$ cat config.mk
export PLATFORM = sky130hd
export DESIGN_NAME = imsu_ctrl
export DESIGN_NICKNAME = d
export VERILOG_FILES = /design/src/imsu_pkg.sv /design/src/imsu_ctrl.sv
export SDC_FILE = /design/constraint.sdc
export NUM_CORES = 1
export LEC_CHECK = 0
export BUFFER_PORTS_ARGS = -buffer_cell sky130_fd_sc_hd__buf_4
export CELL_PAD_IN_SITES_DETAIL_PLACEMENT = 0
export CELL_PAD_IN_SITES_GLOBAL_PLACEMENT = 2
export CORE_AREA = 5 5 42 44
export DETAILED_ROUTE_END_ITERATION = 6
export DIE_AREA = 0 0 47 49
export PLACE_DENSITY_LB_ADDON = 0.2
export SLEW_MARGIN = 20
export SYNTH_ARGS = -nofsm -noshare
export SYNTH_HDL_FRONTEND = slang
export SYNTH_SLANG_ARGS = --single-unit
$ cat constraint.sdc
create_clock -name clk -period 3.3 [get_ports clk]
set_input_delay 0.33 -clock clk [delete_from_list [all_inputs] [get_ports clk]]
set_output_delay 0.33 -clock clk [all_outputs]
set_load 0.1 [all_outputs]
$ cat src/imsu_pkg.sv
// shared types and constants for the ising metropolis spin update block
`timescale 1ns / 1ps

package imsu_pkg;

    // apb configuration port
    localparam int APB_ADDR_W = 6;
    localparam int APB_DATA_W = 64;
    localparam int CFG_IDX_W  = 3;

    // register indexes, at byte address 8*index
    localparam logic [CFG_IDX_W-1:0] REG_ROWS    = 3'd0;
    localparam logic [CFG_IDX_W-1:0] REG_COLS    = 3'd1;
    localparam logic [CFG_IDX_W-1:0] REG_THR_UP  = 3'd2;
    localparam logic [CFG_IDX_W-1:0] REG_THR_DN  = 3'd3;
    localparam logic [CFG_IDX_W-1:0] REG_AA_MASK = 3'd4;

    // field widths
    localparam int SIZE_W    = 7;
    localparam int ROW_W     = 6;
    localparam int COL_W     = 6;
    localparam int DRAW_W    = 12;
    localparam int SUM_W     = 4;
    localparam int THR_REG_W = 60;
    localparam int NUM_CASES = 5;
    localparam int MASK_W    = 2 * NUM_CASES;

    // register reset values
    localparam logic [SIZE_W-1:0] ROWS_RESET = 7'd64;
    localparam logic [SIZE_W-1:0] COLS_RESET = 7'd64;

    // configuration register file contents
    typedef struct packed {
        logic [SIZE_W-1:0]    rows;
        logic [SIZE_W-1:0]    cols;
        logic [THR_REG_W-1:0] thr_up;
        logic [THR_REG_W-1:0] thr_dn;
        logic [MASK_W-1:0]    aa_mask;
    } cfg_regs_t;

    // controller to datapath commands
    typedef struct packed {
        logic clr_wr;    // write one all-plus row during the clearing pass
        logic cap_item;  // register the input item on a transfer
        logic addr_row;  // port a reads the site row instead of the row above
        logic latch_nb;  // keep the up and down neighbor spins
        logic calc;      // decide, write back and load the result register
    } ctrl_cmd_t;

    // datapath to controller status
    typedef struct packed {
        logic clr_last;  // clearing pass is on its last row
        logic out_full;  // result register holds an untaken result
    } ctrl_sts_t;

endpackage

$ cat src/imsu_ctrl.sv
// sequencer for the clearing pass and the per-site read, decide, write steps
`timescale 1ns / 1ps

module imsu_ctrl
    import imsu_pkg::*;
(
    input  logic       clk,
    input  logic       rst_n,
    input  logic       in_valid,
    output logic       in_ready,
    input  ctrl_sts_t  sts,
    output ctrl_cmd_t  cmd
);

    localparam logic [2:0] S_CLEAR = 3'd0;
    localparam logic [2:0] S_IDLE  = 3'd1;
    localparam logic [2:0] S_RDNB  = 3'd2;
    localparam logic [2:0] S_RDROW = 3'd3;
    localparam logic [2:0] S_CALC  = 3'd4;

    logic [2:0] state_reg;
    logic [2:0] state_next;

    assign in_ready = (state_reg == S_IDLE);

    // next state and commands
    always_comb
    begin
        state_next   = state_reg;
        cmd          = '0;
        case (state_reg)
            S_CLEAR:
            begin
                cmd.clr_wr = 1'b1;
                if (sts.clr_last)
                begin
                    state_next = S_IDLE;
                end
            end
            S_IDLE:
            begin
                if (in_valid)
                begin
                    cmd.cap_item = 1'b1;
                    state_next   = S_RDNB;
                end
            end
            S_RDNB:
            begin
                state_next = S_RDROW;
            end
            S_RDROW:
            begin
                cmd.addr_row = 1'b1;
                cmd.latch_nb = 1'b1;
                state_next   = S_CALC;
            end
            S_CALC:
            begin
                cmd.addr_row = 1'b1;
                if (!sts.out_full)
                begin
                    cmd.calc   = 1'b1;
                    state_next = S_IDLE;
                end
            end
            default:
            begin
                state_next = S_IDLE;
            end
        endcase
    end

    always_ff @(posedge clk or negedge rst_n)
    begin
        if (!rst_n)
        begin
            state_reg <= S_CLEAR;
        end
        else
        begin
            state_reg <= state_next;
        end
    end

endmodule

**After elaboration in Yosys (flattened, before gate mapping)**

Index checks and enable logic that the tools add are counted.

- Add/subtract/negate cells: 0
- Multiply operators: 0
- Div/mod/pow operators: 0
- Order comparisons: 0
- Equality and inequality tests: 7
- Shift operators: 0
- Muxes and demuxes: 11
- Bitwise operators: 0
- Reductions and logical operators: 3

Operator list:

| cell | number |
|---|---|
| $pmux 3 s5 | 1 |
| $mux 3 | 3 |
| $mux 1 | 7 |
| $eq 3x2->1 const B | 2 |
| $ne 2x2->1 const B | 3 |
| $eq 3x1->1 const B | 1 |
| $eq 3x3->1 const B | 1 |
| $logic_not 3->1 | 1 |
| $reduce_and 3->1 | 1 |
| $reduce_or 2->1 | 1 |

- Bits in registers: 3
- Latch bits: 0
- Memory bits (writable): 0
- ROM bits: 0
- Memories: 0

**Longest topological paths before layout**

- Depth in word-level cells: 3
- Mapped depth: 2

**Least setup slack after synthesis**

No wires, ideal clock.

- Path kind: reg-to-output
- From: register state_reg[2]
- To: output cmd[3] (netlist name)
- Arrival time: 3654 ps
- Required time: 2970 ps
- Path slack: -684 ps
- Cell stages (with the launch flop): 3
- Buffers on the path: 0
- Cells stage by stage: dfrtp_1 nor3b_1 and2_1

RTL lines:

| what | RTL line | source |
|---|---|---|
| from (decl) | imsu_ctrl.sv:21 | `logic [2:0] state_reg;` |
| from (signal assigned) | imsu_ctrl.sv:82 | `state_reg <= state_next;` |
| to (decl) | imsu_ctrl.sv:12 | `output ctrl_cmd_t cmd` |

==> summary.md <==
| Metric | Value |
|---|---|
| Die Width | 47 microns |
| Final critical path time including I/O delays and setup | 1.81 ns |
| Post-synth top area share | 42.3% |
| Clock Skew | 0.0000246 ns |
| Number of flip-flops under the largest register name | 3 |
| Count of input and output buffers | 10 |
| HPWL reported at the end of detailed placement | 379 microns |
| Status | finished, final reports clean |
| Initial antenna violation count | 0 |
| Wire length of the first global-routing pass | 821 microns |
| Row cnt | 14 |
| H-Tree Level Count | 1 |
| CP Buf/Inv Count | 1 |
| Number of flip-flops and latches in the synthesized netlist | 3 |
| Max-capacitance violation count | 0 |
| Largest cells by area after synthesis | sky130_fd_sc_hd__dfrtp_1 42%, sky130_fd_sc_hd__nand3b_1 8.5%, sky130_fd_sc_hd__or4bb_1 6.3% |
| Slowest-stage cell, CP | sky130_fd_sc_hd__dfrtp_1 |
| Vias in the first global route | 206 |
| Headroom to the max-slew limit | 81.6% |
| Largest net degree at the start of global routing | 10 |
| Category of the worst setup path capture point | output pin |
| GP Congestion | 0.599 |
| Synth cell types | 15 |
| Delay of the slowest critical-path stage | 0.44 ns |
| CP Launch Type | flop |
| Antenna fix cells | 0 |
| Cells after Synth | 19 |
| Starting DRC count in detailed routing | 0 |
| Data arrival time of the critical path | 1.48 ns |
| CTS Root Cell | sky130_fd_sc_hd__clkbuf_4 |
| Worst Hold Launch | in_valid |
| Number of nets produced by synthesis | 24 |
| Clock net sink count | 3 |
| Filler cell count in the final layout | 165 |
| Most crowded layer after global routing | met2 |
| Total GRT Usage | 5.08% |
| Register-to-register path setup slack | 2.06 ns |
| DR DRC count | 0 |
| Most frequent standard cell in the layout excluding fill and tap cells | sky130_fd_sc_hd__buf_4 |
| Num CTS Buffers | 3 |
| Total die area | 2300 sq um |
| Number of buffers inserted for hold repair after clock tree synthesis | 1 |
| Mean number of vias per cell | 3.86 |
| CTS tree | yes |
| Initial standard-cell utilization of the core | 12.7% |
| Fraction of layout cells with a size suffix above 1 | 41.2% |
| Routed wire length | 500 microns |
| Final count of hold timing violations | 0 |
| Aggregate negative setup slack | 0 ns |
| Syn Area/Cell | 9.35 sq um |
| Warnings from Yosys | 0 |
| Worst Reg-to-Reg Cells | 2 |
| Global Route met3 Usage | 1.11% |
| Total core area | 1400 sq um |
| Total grt overflow | 0 |
| Setup violation total in the final timing report | 0 |
| Share of the yosys chip area belonging to registers | 42.3% |
| Final #Nets | 40 |
| Clock network latency to the later pin of the worst-skew pair | 0.23 ns |
| Grt met1 use | 5.53% |
| RSZ-0062 raised after global routing | no |
| Count of cells resized by post-cts repair | 0 |
| Data required, critical path | 2.97 ns |
| Cell depth of the worst hold path | 3 |
| Destination of the worst hold path | state_reg[1] |
| Highest Clock Rate | 0.554 GHz |
| Global routing met2 resource utilization | 7.24% |
| Critical path depth | 3 |
| Worst-Margin Slew | 0.278 ns |
| Via Count | 193 |
| Most frequent cells in the layout | 10 x sky130_fd_sc_hd__buf_4, 3 x sky130_fd_sc_hd__clkbuf_4, 3 x sky130_fd_sc_hd__dfrtp_1 |
| Clock edge transition at the registers on the reported setup and hold paths | 0.04 ns |
| First drt pass iteration count | 1 |
| Top Ports | 11 |
| Antenna-violating nets left | 0 |
| Start of the worst register-to-register path | state_reg[2] |
| Area added between synthesis and finish | 76.8% |
| Bufs on Longest Clock Path | 2 |
| Summed instance area of the synthesized netlist | 178 sq um |
| Start-to-end type of the worst setup path | flop to output pin |
| Largest area contributor in the netlist | sky130_fd_sc_hd__dfrtp_1 |
| CP startpoint | state_reg[0] |
| Gate family responsible for the most delay along the worst path | simple AND/OR/NAND/NOR gates |
| Number of buffers inserted by post-CTS setup repair | 0 |
| HP Class | input pin to flop |
| Reg-to-Reg End | state_reg[0] |
| Critical path cell sequence | or3b_1 -> nor2_1 -> buf_4 |
| Final count of pins violating max slew | 0 |
| Routed length per instance | 10.0 microns |
| Final worst path period share | 54.7% |
| Height of the die | 49 microns |
| Max FO, Critical Path | 9 |
[worst max path at each step]
stage                         to  slack (ns)
after detailed placement  cmd[0]        1.72
after global placement    cmd[0]        1.73
final                     cmd[0]        1.49
after floorplan           cmd[3]        0.39
after CTS                 cmd[0]        1.47
after global routing      cmd[0]        1.40
[layout make-up]
type	instances	area, sq um	area share, %
multi-input cells	15	104	33.1
clock buffers	4	26.3	8.37
repair buffers	11	85.1	27.1
flip-flops and latches	3	75.1	23.9
inverters	1	3.75	1.20
well taps	16	20.0	6.37
[through the flow]
step                instances  hold slack [ns]  setup slack [ns]  utilization [%]  instance area (sq um)
floorplan                  19           0.0344             0.387                -                    183
global placement           45            0.119              1.73             19.8                    278
detailed placement         45            0.120              1.72             19.8                    278
CTS                        50            0.403              1.47             22.4                    314
global route               50            0.428              1.40             22.4                    314
finish                     50            0.403              1.49             22.4                    314
[worst reg2reg max path: stages, from the launching register on]
cell and delay, ns:
sky130_fd_sc_hd__dfrtp_1 0.44, sky130_fd_sc_hd__or4_1 0.54, sky130_fd_sc_hd__o211a_1 0.14
[cell families (layout without fill, tap and decap cells)]
group	count (synthesis)	in the layout	share of synthesized area (%)
AO/OA/AOI/OAI	3	3	11.3
buffers and inverters	1	16	2.11
flip-flops	3	3	42.3
AND/OR/NAND/NOR	12	12	44.4
[per-layer routing]
| layer | part of all wire, % | vias up |
|---|---|---|
| li1 | - | 101 |
| met1 | 38 | 88 |
| met2 | 56 | 4 |
| met3 | 5.4 | 0 |
| met4 | 0 | 0 |
| met5 | 0 | - |
[synthesized netlist by cell type]
cell type	number
sky130_fd_sc_hd__a21oi_1	1
sky130_fd_sc_hd__and2_1	1
sky130_fd_sc_hd__dfrtp_1	3
sky130_fd_sc_hd__inv_1	1
sky130_fd_sc_hd__nand2_1	2
sky130_fd_sc_hd__nand2b_1	1
sky130_fd_sc_hd__nand3b_1	2
sky130_fd_sc_hd__nor2_1	1
sky130_fd_sc_hd__nor3_1	1
sky130_fd_sc_hd__nor3b_1	1
sky130_fd_sc_hd__o211a_1	1
sky130_fd_sc_hd__o21ai_0	1
sky130_fd_sc_hd__or3b_1	1
sky130_fd_sc_hd__or4_1	1
sky130_fd_sc_hd__or4bb_1	1
Power is not shown: default switching activity piles up to over one toggle a cycle in this logic, so the estimate is an artifact.
