--- src/imsu_pkg.sv ---
// shared types and constants for the ising metropolis spin update block
`timescale 1ns / 1ps

package imsu_pkg;

    // apb configuration port
    localparam int APB_ADDR_W = 6;
    localparam int APB_DATA_W = 64;
    localparam int CFG_IDX_W  = 3;

    // register indexes, at byte address 8*index
    localparam logic [CFG_IDX_W-1:0] REG_ROWS    = 3'd0;
    localparam logic [CFG_IDX_W-1:0] REG_COLS    = 3'd1;
    localparam logic [CFG_IDX_W-1:0] REG_THR_UP  = 3'd2;
    localparam logic [CFG_IDX_W-1:0] REG_THR_DN  = 3'd3;
    localparam logic [CFG_IDX_W-1:0] REG_AA_MASK = 3'd4;

    // field widths
    localparam int SIZE_W    = 7;
    localparam int ROW_W     = 6;
    localparam int COL_W     = 6;
    localparam int DRAW_W    = 12;
    localparam int SUM_W     = 4;
    localparam int THR_REG_W = 60;
    localparam int NUM_CASES = 5;
    localparam int MASK_W    = 2 * NUM_CASES;

    // register reset values
    localparam logic [SIZE_W-1:0] ROWS_RESET = 7'd64;
    localparam logic [SIZE_W-1:0] COLS_RESET = 7'd64;

    // configuration register file contents
    typedef struct packed {
        logic [SIZE_W-1:0]    rows;
        logic [SIZE_W-1:0]    cols;
        logic [THR_REG_W-1:0] thr_up;
        logic [THR_REG_W-1:0] thr_dn;
        logic [MASK_W-1:0]    aa_mask;
    } cfg_regs_t;

    // controller to datapath commands
    typedef struct packed {
        logic clr_wr;    // write one all-plus row during the clearing pass
        logic cap_item;  // register the input item on a transfer
        logic addr_row;  // port a reads the site row instead of the row above
        logic latch_nb;  // keep the up and down neighbor spins
        logic calc;      // decide, write back and load the result register
    } ctrl_cmd_t;

    // datapath to controller status
    typedef struct packed {
        logic clr_last;  // clearing pass is on its last row
        logic out_full;  // result register holds an untaken result
    } ctrl_sts_t;

endpackage

--- src/imsu_cfg.sv ---
// apb configuration registers for the spin update block
`timescale 1ns / 1ps

module imsu_cfg
    import imsu_pkg::*;
(
    input  logic                  clk,
    input  logic                  rst_n,
    input  logic                  psel,
    input  logic                  penable,
    input  logic                  pwrite,
    input  logic [APB_ADDR_W-1:0] paddr,
    input  logic [APB_DATA_W-1:0] pwdata,
    output logic [APB_DATA_W-1:0] prdata,
    output logic                  pready,
    output cfg_regs_t             cfg
);

    cfg_regs_t            cfg_reg;
    cfg_regs_t            cfg_next;
    logic                 wr_en;
    logic [CFG_IDX_W-1:0] idx;

    assign pready = 1'b1;
    assign wr_en  = psel & penable & pwrite;
    assign idx    = paddr[APB_ADDR_W-1:APB_ADDR_W-CFG_IDX_W];
    assign cfg    = cfg_reg;

    // register write decode
    always_comb
    begin
        cfg_next = cfg_reg;
        if (wr_en)
        begin
            case (idx)
                REG_ROWS:    cfg_next.rows    = pwdata[SIZE_W-1:0];
                REG_COLS:    cfg_next.cols    = pwdata[SIZE_W-1:0];
                REG_THR_UP:  cfg_next.thr_up  = pwdata[THR_REG_W-1:0];
                REG_THR_DN:  cfg_next.thr_dn  = pwdata[THR_REG_W-1:0];
                REG_AA_MASK: cfg_next.aa_mask = pwdata[MASK_W-1:0];
                default:     cfg_next = cfg_reg;
            endcase
        end
    end

    always_ff @(posedge clk or negedge rst_n)
    begin
        if (!rst_n)
        begin
            cfg_reg.rows    <= ROWS_RESET;
            cfg_reg.cols    <= COLS_RESET;
            cfg_reg.thr_up  <= '0;
            cfg_reg.thr_dn  <= '0;
            cfg_reg.aa_mask <= '0;
        end
        else
        begin
            cfg_reg <= cfg_next;
        end
    end

    // register read mux
    always_comb
    begin
        case (idx)
            REG_ROWS:    prdata = APB_DATA_W'(cfg_reg.rows);
            REG_COLS:    prdata = APB_DATA_W'(cfg_reg.cols);
            REG_THR_UP:  prdata = APB_DATA_W'(cfg_reg.thr_up);
            REG_THR_DN:  prdata = APB_DATA_W'(cfg_reg.thr_dn);
            REG_AA_MASK: prdata = APB_DATA_W'(cfg_reg.aa_mask);
            default:     prdata = '0;
        endcase
    end

endmodule

--- config.mk ---
export PLATFORM = sky130hd
export DESIGN_NAME = imsu_cfg
export DESIGN_NICKNAME = d
export VERILOG_FILES = /design/src/imsu_pkg.sv /design/src/imsu_cfg.sv
export SDC_FILE = /design/constraint.sdc
export NUM_CORES = 1
export LEC_CHECK = 0
export BUFFER_PORTS_ARGS = -buffer_cell sky130_fd_sc_hd__buf_4
export CORE_MARGIN = 8
export CORE_UTILIZATION = 43
export CTS_CLUSTER_DIAMETER = 80
export CTS_CLUSTER_SIZE = 25
export DETAILED_ROUTE_END_ITERATION = 10
export PLACE_DENSITY_LB_ADDON = 0.15
export SLEW_MARGIN = 25
export SYNTH_ARGS = -nofsm -noshare
export SYNTH_HDL_FRONTEND = slang
export SYNTH_SLANG_ARGS = --single-unit
--- constraint.sdc ---
create_clock -name clk -period 1.3 [get_ports clk]
set_clock_uncertainty 0.05 [all_clocks]
set_input_delay 0.13 -clock clk [delete_from_list [all_inputs] [get_ports clk]]
set_output_delay 0.13 -clock clk [all_outputs]
set_load 0.005 [all_outputs]
# --- Word level (Yosys, flattened, before mapping) ---
# Cells that the tools add are included.
# W data, S select, Z words.
word_totals:
  register_bits: 144
  latch_bits: 0
  mem_bits_rw: 0
  rom_bits: 0
  in_bits: 75
  output_inout_bits: 209
  elab_cells: 18
  memories: 0
classes:
  n_addsub: 0
  multipliers: 0
  div: 0
  n_lt_le_gt_ge: 0
  eq_ne: 4
  shifts: 0
  n_mux: 1
  n_bitwise: 2
  n_reduce_logical: 6
ops:
  columns: ["op", "n"]
  rows:
  - ["$pmux W60 S5", 1]
  - ["$reduce_and A2 Y1", 5]
  - ["$eq A3 B2 Y1 const B", 2]
  - ["$eq A3 B1 Y1 const B", 1]
  - ["$eq A3 B3 Y1 const B", 1]
  - ["$logic_not A3 Y1", 1]
  - ["$and A1 B1 Y1", 2]

# --- Depth between registers and ports, before layout ---
depth:
  word_depth: 3
  mapped_depth: 6
  ltp_nobuf: 3

# --- Worst setup path before layout ---
# No wires, ideal clock.
synth_timing:
  path_type: "input to register"
  startpoint: "in paddr[3]"
  endpoint: "reg cfg_reg (netlist bit cfg[128])"
  t_arrival_ps: 1197
  path_slack_ps: -72
  path_stages: 5
  path_cell_list: "buf_2 nand2b_1 nor2_2 buf_4 mux2_2"
synth_via:
  elab_chain_cells: 2
synth_rtl:
  columns: ["element", "line_no", "source"]
  rows:
  - ["start, declared", "imsu_cfg.sv:12", "input logic [APB_ADDR_W-1:0] paddr,"]
  - ["$eq A3 B2 Y1", "imsu_cfg.sv:35", "case (idx)"]
  - ["$reduce_and A2 Y1 (no line)", null, null]
  - ["end signal, assigned", "imsu_cfg.sv:58", "cfg_reg <= cfg_next;"]
  - ["end, declared", "imsu_cfg.sv:19", "cfg_regs_t cfg_reg;"]
# No other way between the ends.
# A chain may end at the register's enable or synchronous reset.

# --- Final worst setup path ---
layout_timing:
  startpoint: "reg cfg_reg (netlist bit cfg[3])"
  endpoint: "out prdata[3]"
layout_via:
  elab_chain_cells: 1
layout_rtl:
  columns: ["element", "line_no", "source"]
  rows:
  - ["$pmux W60 S5", "imsu_cfg.sv:65", "case (idx)"]
  - ["end, declared", "imsu_cfg.sv:14", "output logic [APB_DATA_W-1:0] prdata,"]
# No other way between the ends.

==> impl_metrics.yaml <==
run_status:
  outcome: "complete, but fails checks"
  violations: "setup timing"
sta:
  period_minus_slack_ns: 1.69
  worstMarginPinSlew_ns: 0.574
  setup_viol: 65
  max_freq_mhz: 590
  max_slew_margin_pct: 61.6
  setup_ws_ns: -0.394
  fin_crit_sh_pct: 130
  rsz0062_at_grt: "yes"
  slew_violations: 0
  hold_viol: 0
global_route:
  antenna_found_initial: 0
  grt_overflow_total: 0
  grt_util_all_layers_pct: 23.9
  grt_first_pass_wirelength_mm: 34.2
  grt_pass1_vias: 6287
  grt_max_degree: 47
cells_and_area:
  n_antenna_cell: 0
  largest_reg_flops: 144
  area_growth_syn_to_layout_pct: 81.0
  layout_commonest_cell: "buf_4"
  layout.nets: 968
  drive_gt1_share_pct: 67.5
  final_cell_mix: "buf_4 (333), dfrtp_1 (142), mux2_2 (139), buf_6 (63), dlygate4sd3_1 (61)"
power_and_ir_drop:
  p_leak_nw: 5.72
  cellPowerDensity_nw_per_um2: 1450
  peakVddDrop_uv: 815
  p_total_mw: 16.5
route:
  firstDrtPassIters: 4
  drt-initial-drc-count: 192
  drc_errors: 0
  vias: 5661
  viasPerCell: 5.19
  drt-total-wl_mm: 23.6
  post_drt_wl_per_cell_um: 21.6
  ant_nets: 0
setup_path:
  critPathKind: "reg -> out"
  crit_path_end_kind: "output pin"
  cp_data_required_time_ns: 1.12
  crit_fanout: 2
  arrival_ns: 1.51
  cp-start-kind: "flop"
  crit_chain: "mux2_2 -> a221o_1 -> buf_4"
  critPathMaxStageDelay_ns: 0.37
  worst_path_max_delay_cell: "dfrtp_1"
placement:
  place_ws_ns: -0.232
  io_buffers: 271
  dpl.hpwl_mm: 14.6
  gp_congestion: 0.818
die:
  core-area_um2: 14400
  placementRows: 44
  dieArea_um2: 18800
  start_util_pct: 43.7
  io_pins: 284
  dieHeight_um: 137
  die_x_um: 137
yosys:
  syn_area_per_cell_um2: 15.0
  netlist_area_um2: 6300
  ys_seq_area_share_pct: 57.2
  synthesis.yosys.warnings: 0
  synth_cells: 421
  synth_cell_types: 22
  ys_seq_elements: 144
  synthFlopType: "dfrtp_1"
  synth_edf_count: 0
  async_flop_share_pct: 100
clock_network:
  cts_buffers: 17
  cts-root-buf: "clkbuf_16"
  h-tree-depth: 4
  clock_sinks: 144
  clkLatencyLatePin_ns: 0.41
  cts.clk_slew.worst_paths_ns: 0.06
  cts_tree: "yes"
  clockBufferDepth: 2
flow_run:
  maxCapViolations: 0
hold_path:
  hp-class: "in -> async"
[power by group]
part	internal (mW)	switching, mW	total (mW)
combinational	3.34	1.75	5.09
sequential	5.37	0.703	6.08
clock	3.51	1.81	5.33
[synth_stat cells, types with 2 or more instances]
cell	number	share of area, %
a221o_1	7	1.1
buf_4	16	1.9
mux2_1	10	1.8
nor3_4	2	0.52
a22oi_1	3	0.36
buf_2	15	1.2
nor2_1	10	0.60
a22o_1	50	7.0
mux2i_1	7	1.1
mux2_2	141	25
conb_1	2	0.12
o2bb2ai_1	3	0.42
dfstp_2	2	0.83
nor2b_1	2	0.20
nand2b_1	2	0.20
nor2_2	2	0.20
dfrtp_1	142	56
[metal layers]
layer  up-vias  global-route usage [%]  wire (µm)
met3        55                    5.95       1730
met5         -                       0          0
met1      2831                    28.0       9310
met4         0                    12.0        681
met2       256                    39.9      11900
li1       2519                       -          -
[cells by family after synthesis]
family	count (synthesis)	share of synthesized area [%]
AO/OA/AOI/OAI	63	8.84
buffers and inverters	32	3.16
flip-flops	144	57.2
multiplexers	158	28.1
other	2	0.119
AND/OR/NAND/NOR	22	2.54
[worst paths after layout]
kind / cells after the start / end / startpoint / slack, ns
min in group clk: 4 / cfg[137] / paddr[3] / 0.22
setup reg to reg: 3 / cfg[89] / cfg[89] / 0.25
hold reg to reg: 1 / cfg[75] / cfg[75] / 0.47
hold / removal: 2 / cfg[127] / rst_n / 0.17
max in group asynchronous: 3 / cfg[84] / rst_n / 0.47
setup / recovery: 3 / prdata[3] / cfg[3] / -0.39
[area by class of cell]
| class | count | area [µm²] |
|---|---|---|
| repair buffers | 482 | 4330 |
| flip-flops and latches | 144 | 3610 |
| fillers | 837 | 3020 |
| multi-input cells | 248 | 2580 |
| clock buffers | 23 | 508 |
| well taps | 184 | 230 |
| clock inverters | 9 | 151 |
[per-stage QoR]
| step | TNS, ns | cell area [µm²] | hold slack [ns] | std cells | utilization (%) |
|---|---|---|---|---|---|
| global placement | -29.98 | 8950 | 0.0519 | 893 | 62.0 |
| CTS | -8.11 | 11100 | 0.173 | 1080 | 76.9 |
| finish | -7.65 | 11400 | 0.173 | 1090 | 79.0 |
| global route | -9.90 | 11400 | 0.204 | 1090 | 79.0 |
| detailed placement | -33.95 | 8950 | 0.0564 | 893 | 62.0 |
| floorplan | 0 | 6370 | -0.216 | 424 | - |
[repair_timing]
item,CTS,global route
resized for setup,27,58
endpoints found under the hold margin,264,0
cloned,3,3
pin swaps,29,42
endpoints found under the setup margin,60,83
hold buffers,61,0
setup buffers,91,10
[critical path, delay by kind of cell, from the launching register on]
kind | cells | cell delay, ns
flops | 1 | 0.37
compound gates | 1 | 0.31
mux | 1 | 0.27
buf+inv | 1 | 0.15
Note: power is estimated with default switching activity, not from simulation.
